[config.mk]
export PLATFORM = sky130hd
export DESIGN_NAME = object_block_frame_parser
export DESIGN_NICKNAME = d
export VERILOG_FILES = /design/src/rtl/ofp_pkg.sv /design/src/rtl/ofp_front.sv /design/src/rtl/ofp_queue.sv /design/src/rtl/ofp_back.sv /design/src/rtl/object_block_frame_parser.sv
export SDC_FILE = /design/constraint.sdc
export NUM_CORES = 1
export LEC_CHECK = 0
export BUFFER_PORTS_ARGS = -buffer_cell sky130_fd_sc_hd__buf_4
export CORE_ASPECT_RATIO = 0.75
export CORE_UTILIZATION = 55
export CTS_CLUSTER_SIZE = 40
export DETAILED_ROUTE_END_ITERATION = 16
export GPL_TIMING_DRIVEN = 0
export PLACE_DENSITY = 0.86
export SLEW_MARGIN = 40
export SYNTH_ARGS = -nofsm -noshare
export SYNTH_HDL_FRONTEND = slang
export SYNTH_SLANG_ARGS = --single-unit
[constraint.sdc]
create_clock -name i_clk -period 6.2 [get_ports i_clk]
set_input_delay 0.31 -clock i_clk [delete_from_list [all_inputs] [get_ports i_clk]]
set_output_delay 0.31 -clock i_clk [all_outputs]
set_load 0.01 [all_outputs]
[src/rtl/ofp_pkg.sv]
package ofp_pkg;

    localparam int BLOCK_SLOTS_DEF = 16;
    localparam int Q_DEPTH         = 2;
    localparam int N_WORDS         = 6;

    localparam logic [7:0]  TIMEOUT_RESET = 8'd50;
    localparam logic [15:0] W_START       = 16'haa55;
    localparam logic [15:0] W_START_CC    = 16'haa56;
    localparam logic [15:0] W_SWAPPED     = 16'h55aa;
    localparam logic [15:0] W_IDLE        = 16'hffff;

    typedef enum logic [2:0] {
        EV_BLOCK     = 3'd0,
        EV_DONE      = 3'd1,
        EV_DISCARD   = 3'd2,
        EV_SYNC_ZERO = 3'd3,
        EV_TIMEOUT   = 3'd4
    } t_ev_kind;

    // one result, already formatted (unused fields zero)
    typedef struct packed {
        t_ev_kind                      kind;
        logic [N_WORDS-1:0][15:0]      words;   // sig, x, y, w, h, angle
        logic                          cc;
        logic [3:0]                    idx;
        logic [4:0]                    cnt;
    } t_evt;

    typedef struct packed {
        logic valid;
        t_evt evt;
    } t_push;

endpackage

[src/rtl/ofp_front.sv]
module ofp_front
    import ofp_pkg::*;
#(
    parameter int BLOCK_SLOTS = BLOCK_SLOTS_DEF
) (
    input  logic        i_clk,
    input  logic        i_rst_n,
    input  logic        i_accept,
    input  logic [7:0]  i_byte,
    input  logic        i_cfg_wr_en,
    input  logic [7:0]  i_cfg_wr_data,
    output t_push       o_push
);

    localparam int CW = $clog2(BLOCK_SLOTS + 1);

    typedef enum logic [1:0] {
        PH_SEARCH = 2'd0,
        PH_CHECK  = 2'd1,
        PH_WORDS  = 2'd2,
        PH_TAIL   = 2'd3
    } t_phase;

    t_phase          r_phase, n_phase;
    logic            r_pend, n_pend;
    logic [7:0]      r_low, n_low;
    logic            r_drop, n_drop;
    logic [15:0]     r_prev, n_prev;
    logic [7:0]      r_miss, n_miss;
    logic            r_cc, n_cc;
    logic [15:0]     r_exp, n_exp;
    logic [15:0]     r_sum, n_sum;
    logic [2:0]      r_idx, n_idx;
    logic [CW-1:0]   r_blocks, n_blocks;
    logic            r_lost, n_lost;
    logic [7:0]      r_timeout, n_timeout;
    logic [15:0]     r_words [N_WORDS];

    logic [15:0]     w;
    logic            w_is_start;
    logic [8:0]      miss_inc;
    logic [15:0]     sum_inc;
    logic [2:0]      idx_inc;
    logic [2:0]      need;
    logic            word_wr;
    logic [31:0]     blocks_ext;

    assign w          = {i_byte, r_low};
    assign w_is_start = (w == W_START) || (w == W_START_CC);
    assign miss_inc   = {1'b0, r_miss} + 9'd1;
    assign sum_inc    = r_sum + w;
    assign idx_inc    = r_idx + 3'd1;
    assign need       = r_cc ? 3'd6 : 3'd5;
    assign blocks_ext = 32'(r_blocks);

    always_comb begin
        n_phase   = r_phase;
        n_pend    = r_pend;
        n_low     = r_low;
        n_drop    = r_drop;
        n_prev    = r_prev;
        n_miss    = r_miss;
        n_cc      = r_cc;
        n_exp     = r_exp;
        n_sum     = r_sum;
        n_idx     = r_idx;
        n_blocks  = r_blocks;
        n_lost    = r_lost;
        n_timeout = r_timeout;
        word_wr   = 1'b0;
        o_push    = '0;

        if (i_cfg_wr_en) begin
            n_timeout = i_cfg_wr_data;
        end

        if (i_accept) begin
            if (r_drop) begin
                n_drop = 1'b0;
            end else if (!r_pend) begin
                n_low  = i_byte;
                n_pend = 1'b1;
            end else begin
                n_pend = 1'b0;
                case (r_phase)
                    PH_SEARCH: begin
                        if (w == 16'd0 && r_prev == 16'd0) begin
                            n_lost = 1'b1;
                            n_prev = W_IDLE;
                            n_miss = '0;
                            o_push.valid    = 1'b1;
                            o_push.evt.kind = EV_SYNC_ZERO;
                        end else if (r_prev == W_START && w_is_start) begin
                            n_cc     = (w == W_START_CC);
                            n_blocks = '0;
                            n_phase  = PH_CHECK;
                        end else if (w == W_SWAPPED) begin
                            n_drop = 1'b1;
                            n_prev = w;
                        end else if (miss_inc > {1'b0, r_timeout}) begin
                            n_prev = W_IDLE;
                            n_miss = '0;
                            o_push.valid    = 1'b1;
                            o_push.evt.kind = EV_TIMEOUT;
                        end else begin
                            n_miss = miss_inc[7:0];
                            n_prev = w;
                        end
                    end
                    PH_CHECK: begin
                        if (w_is_start) begin
                            // back-to-back frames: close this one, open the next
                            o_push.valid = 1'b1;
                            if (r_lost) begin
                                n_lost          = 1'b0;
                                o_push.evt.kind = EV_DISCARD;
                            end else begin
                                o_push.evt.kind = EV_DONE;
                                o_push.evt.cnt  = blocks_ext[4:0];
                            end
                            n_cc     = (w == W_START_CC);
                            n_blocks = '0;
                        end else if (w == 16'd0) begin
                            o_push.valid    = 1'b1;
                            o_push.evt.kind = EV_DONE;
                            o_push.evt.cnt  = blocks_ext[4:0];
                            n_phase = PH_SEARCH;
                            n_prev  = W_IDLE;
                            n_miss  = '0;
                        end else begin
                            // frame full: reuse the last slot
                            if (r_blocks >= CW'(BLOCK_SLOTS)) begin
                                n_blocks = CW'(BLOCK_SLOTS - 1);
                            end
                            n_exp   = w;
                            n_sum   = '0;
                            n_idx   = '0;
                            n_phase = PH_WORDS;
                        end
                    end
                    PH_WORDS: begin
                        word_wr = 1'b1;
                        n_sum   = sum_inc;
                        n_idx   = idx_inc;
                        if (idx_inc >= need) begin
                            n_phase = PH_TAIL;
                            if (sum_inc == r_exp) begin
                                o_push.valid    = 1'b1;
                                o_push.evt.kind = EV_BLOCK;
                                for (int i = 0; i < N_WORDS; i++) begin
                                    o_push.evt.words[i] = (3'(i) == r_idx) ? w : r_words[i];
                                end
                                if (!r_cc) begin
                                    o_push.evt.words[N_WORDS-1] = '0;
                                end
                                o_push.evt.cc  = r_cc;
                                o_push.evt.idx = blocks_ext[3:0];
                                n_blocks       = r_blocks + CW'(1);
                            end
                        end
                    end
                    PH_TAIL: begin
                        if (w_is_start) begin
                            n_cc    = (w == W_START_CC);
                            n_phase = PH_CHECK;
                        end else begin
                            o_push.valid    = 1'b1;
                            o_push.evt.kind = EV_DONE;
                            o_push.evt.cnt  = blocks_ext[4:0];
                            n_lost  = 1'b0;
                            n_phase = PH_SEARCH;
                            n_prev  = W_IDLE;
                            n_miss  = '0;
                        end
                    end
                    default: begin
                        n_phase = PH_SEARCH;
                    end
                endcase
            end
        end
    end

    always_ff @(posedge i_clk) begin
        if (!i_rst_n) begin
            r_phase   <= PH_SEARCH;
            r_pend    <= 1'b0;
            r_low     <= '0;
            r_drop    <= 1'b0;
            r_prev    <= W_IDLE;
            r_miss    <= '0;
            r_cc      <= 1'b0;
            r_exp     <= '0;
            r_sum     <= '0;
            r_idx     <= '0;
            r_blocks  <= '0;
            r_lost    <= 1'b0;
            r_timeout <= TIMEOUT_RESET;
        end else begin
            r_phase   <= n_phase;
            r_pend    <= n_pend;
            r_low     <= n_low;
            r_drop    <= n_drop;
            r_prev    <= n_prev;
            r_miss    <= n_miss;
            r_cc      <= n_cc;
            r_exp     <= n_exp;
            r_sum     <= n_sum;
            r_idx     <= n_idx;
            r_blocks  <= n_blocks;
            r_lost    <= n_lost;
            r_timeout <= n_timeout;
        end
    end

    // block word store, no reset: always written before it is read
    always_ff @(posedge i_clk) begin
        if (word_wr && r_idx < 3'(N_WORDS)) begin
            r_words[r_idx] <= w;
        end
    end

endmodule

[src/rtl/ofp_queue.sv]
module ofp_queue
    import ofp_pkg::*;
(
    input  logic  i_clk,
    input  logic  i_rst_n,
    input  t_push i_push,
    input  logic  i_pop,
    output logic  o_full,
    output logic  o_valid,
    output t_evt  o_head
);

    localparam int PW = (Q_DEPTH > 1) ? $clog2(Q_DEPTH) : 1;
    localparam int CW = $clog2(Q_DEPTH + 1);

    t_evt          r_mem [Q_DEPTH];
    logic [PW-1:0] r_wr, r_rd;
    logic [CW-1:0] r_cnt;
    logic          do_push, do_pop;

    assign o_full  = (r_cnt == CW'(Q_DEPTH));
    assign o_valid = (r_cnt != '0);
    assign o_head  = r_mem[r_rd];
    assign do_push = i_push.valid && !o_full;
    assign do_pop  = i_pop && o_valid;

    always_ff @(posedge i_clk) begin
        if (!i_rst_n) begin
            r_wr  <= '0;
            r_rd  <= '0;
            r_cnt <= '0;
        end else begin
            if (do_push) begin
                r_wr <= (r_wr == PW'(Q_DEPTH - 1)) ? '0 : r_wr + PW'(1);
            end
            if (do_pop) begin
                r_rd <= (r_rd == PW'(Q_DEPTH - 1)) ? '0 : r_rd + PW'(1);
            end
            r_cnt <= r_cnt + CW'(do_push) - CW'(do_pop);
        end
    end

    always_ff @(posedge i_clk) begin
        if (do_push) begin
            r_mem[r_wr] <= i_push.evt;
        end
    end

endmodule

[src/rtl/ofp_back.sv]
module ofp_back
    import ofp_pkg::*;
(
    input  logic         i_clk,
    input  logic         i_rst_n,
    input  logic         i_q_valid,
    input  t_evt         i_q_head,
    output logic         o_pop,
    output logic         o_tvalid,
    input  logic         i_tready,
    output logic [111:0] o_tdata,
    output logic [2:0]   o_tuser
);

    logic r_valid;
    t_evt r_evt;

    assign o_pop    = i_q_valid && (!r_valid || i_tready);
    assign o_tvalid = r_valid;
    assign o_tuser  = r_evt.kind;
    assign o_tdata  = {6'd0, r_evt.cnt, r_evt.idx, r_evt.cc, r_evt.words};

    always_ff @(posedge i_clk) begin
        if (!i_rst_n) begin
            r_valid <= 1'b0;
        end else if (o_pop) begin
            r_valid <= 1'b1;
        end else if (i_tready) begin
            r_valid <= 1'b0;
        end
    end

    always_ff @(posedge i_clk) begin
        if (o_pop) begin
            r_evt <= i_q_head;
        end
    end

endmodule

[src/rtl/object_block_frame_parser.sv]
// Channel   Dir  Handshake            Payload
// s (in)    in   i_s_tvalid/o_s_tready  tdata[7:0] data_byte
// m (out)   out  o_m_tvalid/i_m_tready  tuser event_kind, tdata block fields + count
// cfg       in   i_cfg_wr_en            i_cfg_wr_data sync_timeout_words
//
// One byte per cycle is accepted while the queue is not full. A byte that raises
// an event writes it into the 2-entry request queue at its accepting edge; from
// there it moves to the output register once that is empty or i_m_tready is high.
// Input stalls only when the queue is full: two requests queued behind an
// output register that the master side is holding off. Reset is synchronous,
// active low, and takes effect on the next clock edge; no clearing pass is needed.
module object_block_frame_parser
    import ofp_pkg::*;
#(
    parameter int BLOCK_SLOTS = BLOCK_SLOTS_DEF    // 1..16 block slots per frame
) (
    input  logic         i_clk,
    input  logic         i_rst_n,
    // byte stream from the camera link
    input  logic         i_s_tvalid,
    output logic         o_s_tready,
    input  logic [7:0]   i_s_tdata,      // [7:0] data_byte
    // parsed events
    output logic         o_m_tvalid,
    input  logic         i_m_tready,
    output logic [111:0] o_m_tdata,      // [15:0] signature, [31:16] x_pos,
                                         // [47:32] y_pos, [63:48] width,
                                         // [79:64] height, [95:80] angle,
                                         // [96] color_code, [100:97] block_index,
                                         // [105:101] block_count, rest zero
    output logic [2:0]   o_m_tuser,      // [2:0] event_kind
    // timeout register
    input  logic         i_cfg_wr_en,
    input  logic [7:0]   i_cfg_wr_data
);

    t_push push;
    logic  q_full;
    logic  q_valid;
    t_evt  q_head;
    logic  q_pop;
    logic  accept;

    // each byte makes at most one request, so one free slot is enough
    assign o_s_tready = !q_full;
    assign accept     = i_s_tvalid && o_s_tready;

    // front: byte pairing, sync search, frame and checksum tracking
    ofp_front #(
        .BLOCK_SLOTS (BLOCK_SLOTS)
    ) u_front (
        .i_clk         (i_clk),
        .i_rst_n       (i_rst_n),
        .i_accept      (accept),
        .i_byte        (i_s_tdata),
        .i_cfg_wr_en   (i_cfg_wr_en),
        .i_cfg_wr_data (i_cfg_wr_data),
        .o_push        (push)
    );

    // decouples the parser from output back-pressure
    ofp_queue u_queue (
        .i_clk   (i_clk),
        .i_rst_n (i_rst_n),
        .i_push  (push),
        .i_pop   (q_pop),
        .o_full  (q_full),
        .o_valid (q_valid),
        .o_head  (q_head)
    );

    // back: output register, drives the master side
    ofp_back u_back (
        .i_clk     (i_clk),
        .i_rst_n   (i_rst_n),
        .i_q_valid (q_valid),
        .i_q_head  (q_head),
        .o_pop     (q_pop),
        .o_tvalid  (o_m_tvalid),
        .i_tready  (i_m_tready),
        .o_tdata   (o_m_tdata),
        .o_tuser   (o_m_tuser)
    );

endmodule
==> load_flow_metrics.sql <==
INSERT INTO impl_metrics (metric_group, metric, value, unit) VALUES
('routing', 'wl_met2', '25200', 'um'),
('floorplanning', 'die_area', '0.0401', 'mm2'),
('sta', 'worst_pin_slew', '912', 'ps'),
('synth', 'synth.top_cells.by_count', '423 x edfxtp_1, 267 x nand2_1, 109 x mux2_2, 103 x a21oi_1, 91 x dfxtp_1', ''),
('synth', 'synth_ff_type', 'edfxtp_1', ''),
('power_and_ir_drop', 'p_per_area', '355', 'mW/mm2'),
('floorplanning', 'die_height', '174', 'um'),
('synth', 'ys_seq_area_frac', '0.672', ''),
('power_and_ir_drop', 'seqPwrFrac', '0.487', ''),
('run_status', 'outcome', 'finished clean', ''),
('routing', 'met3_wirelength', '5570', 'um'),
('cts', 'htree_levels', '2', ''),
('cells_and_area', 'num-nets-final', '1898', ''),
('synth', 'yosysUniqueCellTypes', '77', ''),
('synth', 'ys_warn_count', '0', ''),
('routing', 'drt.antenna.violating_nets', '0', ''),
('global_route', 'antenna_found_initial', '1', ''),
('cells_and_area', 'antenna_cells_inserted', '0', ''),
('global_route', 'largest_net_degree_at_the_start_of_global_routing', '61', ''),
('floorplanning', 'fp.coreArea', '0.0385', 'mm2'),
('sta', 'max_freq', '180', 'MHz'),
('cts', 'cts_hold_repair.buffers', '9', ''),
('sta', 'max-slew-margin-rel', '0.392', ''),
('routing', 'routed_wl', '53500', 'um'),
('routing', 'routed-via-count', '14343', ''),
('floorplanning', 'die_x', '231', 'um'),
('global_route', 'globalRouteTotalUtil', '0.264', ''),
('hold_path', 'hold_worst_path_end', 'u_front.r_words[0][15]', ''),
('critical_path', 'worst_setup_path_end_kind', 'flip-flop', ''),
('global_route', 'first_pass_grt_wire_length', '80300', 'um'),
('power_and_ir_drop', 'netSwitchingFraction', '0.265', ''),
('placed_design', 'port-buffer-count', '131', ''),
('routing', 'viasPerCell', '6.01', ''),
('sta', 'hold_violations', '0', ''),
('cts', 'clk_latency', '570', 'ps'),
('cells_and_area', 'layout-drive-gt1-share', '0.237', ''),
('sta', 'period_minus_slack', '5550', 'ps'),
('sta', 'report.final.setup_viol', '0', ''),
('routing', 'route.layer.met1.wl', '20900', 'um'),
('cells_and_area', 'final_util', '0.652', ''),
('hold_path', 'worst_hold_path.num_cells', '1', ''),
('cells_and_area', 'multi_input_area', '0.00652', 'mm2'),
('critical_path', 'end_of_the_worst_register_to_register_path', 'u_queue.r_mem[0][88]', ''),
('critical_path', 'r2r.worst_path.cells', '13', ''),
('critical_path', 'worst_setup_path_start_kind', 'flip-flop', ''),
('floorplanning', 'fp-row-count', '62', ''),
('critical_path', 'crit_path_max_fanout', '60', ''),
('cts', 'numCtsBuffers', '47', ''),
('cts', 'postCtsSetupBuffers', '0', ''),
('global_route', 'first_global_vias', '13895', ''),
('critical_path', 'r2r_slack', '650', 'ps'),
('global_route', 'grt-ovfl-total', '0', ''),
('sta', 'max_slew_violation_total_from_the_final_report', '0', ''),
('cts', 'cts_tree', 'yes', ''),
('cts', 'clock_sink_count', '514', ''),
('power_and_ir_drop', 'pwr-share-comb', '0.205', ''),
('synth', 'synth_top_area_frac', '0.588', ''),
('power_and_ir_drop', 'clockPowerShare', '0.308', ''),
('sta', 'finalCritPeriodShare', '0.895', ''),
('cells_and_area', 'syn2layout_area_growth', '16.0', '%'),
('synth', 'post_synth.cell_area_avg', '13.3', 'um2'),
('sta', 'final.setup_skew', '23.3', 'ps'),
('floorplanning', 'pin_count', '138', ''),
('synth', 'yosys.cell_count.top_type', 'edfxtp_1', ''),
('cts', 'cts-root-to-sink-buffers', '3', ''),
('hold_path', 'holdCritStartpoint', 'i_s_tdata[7]', ''),
('synth', 'mappedNetlistArea', '0.0216', 'mm2'),
('critical_path', 'crit_required', '6410', 'ps'),
('floorplanning', 'start_util', '0.562', ''),
('critical_path', 'worstSetupPathType', 'flip-flop to flip-flop', ''),
('synth', 'synth_area_leader_cell', 'edfxtp_1', '');
area by class of cell:
| type | instances | area share |
|---|---|---|
| Multi-Input combinational cell | 976 | 0.260 |
| Clock buffer | 62 | 0.0504 |
| Clock inverter | 25 | 0.00654 |
| Tap cell | 512 | 0.0256 |
| Sequential cell | 514 | 0.579 |
| Buffer | 100 | 0.0201 |
| Inverter | 39 | 0.00614 |
| Timing Repair Buffer | 159 | 0.0519 |
sequential cells by signal, summed over array words and instances, names as in the netlist, 2 cells and up, named ones only:
signal and flops:
u_front.r_exp 16, u_front.r_low 8, u_queue.r_cnt 2, u_front.r_prev 16, u_front.r_sum 16, u_front.r_miss 8, u_front.r_timeout 8, u_back.o_tuser 3
u_front.r_idx 3, u_back.o_tdata 106, u_queue.r_mem 218, u_front.r_blocks 5, u_front.r_words 96
metal layers:
layer	vias up	track usage
li1	6350	-
met1	6962	0.355
met2	882	0.425
met3	149	0.0602
met4	0	0.0924
met5	-	0
how the worst max path moves through the flow:
stage | start | endpoint | slack (ps) | depth (start not counted)
floorplan | u_front.r_low[1] | u_queue.r_mem[1][0] | 490 | 12
global placement | u_front.r_low[1] | u_queue.r_mem[1][88] | -1950 | 12
detailed placement | u_front.r_low[1] | u_queue.r_mem[0][80] | 920 | 13
CTS | u_front.r_low[1] | u_queue.r_mem[0][88] | 870 | 13
global route | u_front.r_low[1] | u_queue.r_mem[0][35] | 450 | 13
finish | u_front.r_low[1] | u_queue.r_mem[0][88] | 650 | 13
power groups by stage:
stage	Sequential (mW)	Clock, mW	Combinational (mW)
floorplan	4.53	0	0.861
detailed placement	4.40	0	1.79
CTS	4.33	2.76	1.83
finish	4.33	2.74	1.82
global placement	4.45	0	1.65
global route	4.35	2.89	1.93
placed cells by master (no fill, tap or decap), types with 7 or more instances in the layout:
cell             n
xnor2_1         25
xor2_1          10
buf_6            8
mux2_2         109
inv_1           37
nand3_1         27
clkbuf_2         9
edfxtp_1       423
and3_1           7
or3_1            9
buf_2           22
buf_4          141
nor2b_1         12
clkinv_1        11
nor2_1          69
dlygate4sd3_1    9
nor4_1          14
clkinv_2         8
ha_1            39
dfxtp_1         91
o22ai_1         18
nand4_1         14
o21ai_0         23
clkbuf_1        71
o211ai_1         9
mux2i_1         26
a21oi_1        103
clkbuf_16       48
a21o_1           7
nand2_1        267
a31oi_1         11
and2_1           8
nor2_4          13
nor3_1          13
a21oi_2         42
worst max-delay path, stage by stage (launching register included):
cell       delay, ps
dfxtp_1          770
clkbuf_1         660
inv_1            180
fa_1             480
nor2b_1          220
o21ai_1          190
a21boi_2         340
o31ai_2          150
xor2_1           170
a2111oi_1        530
nor4bb_1         430
o211ai_1         270
inv_8            350
buf_16           310
logic make-up after synthesis:
family	synth area share
AND/OR/NAND/NOR	0.108
adder cells (fa/ha/maj)	0.0235
buffers and inverters	0.0296
AO/OA/AOI/OAI	0.0783
XOR/XNOR	0.0194
multiplexers	0.0688
other	0.000174
flip-flops	0.672
through the flow:
stage	setup TNS (ps)	power [mW]	cells	hold slack, ps	area (um2)
floorplan	0	5.39	1629	409	21600
global placement	-388440	6.10	2272	443	23300
detailed placement	0	6.19	2291	460	23500
CTS	0	8.92	2387	64.0	25100
global route	0	9.18	2387	64.8	25100
finish	0	8.89	2387	107	25100
No activity file was read; power rests on OpenSTA's default activity.
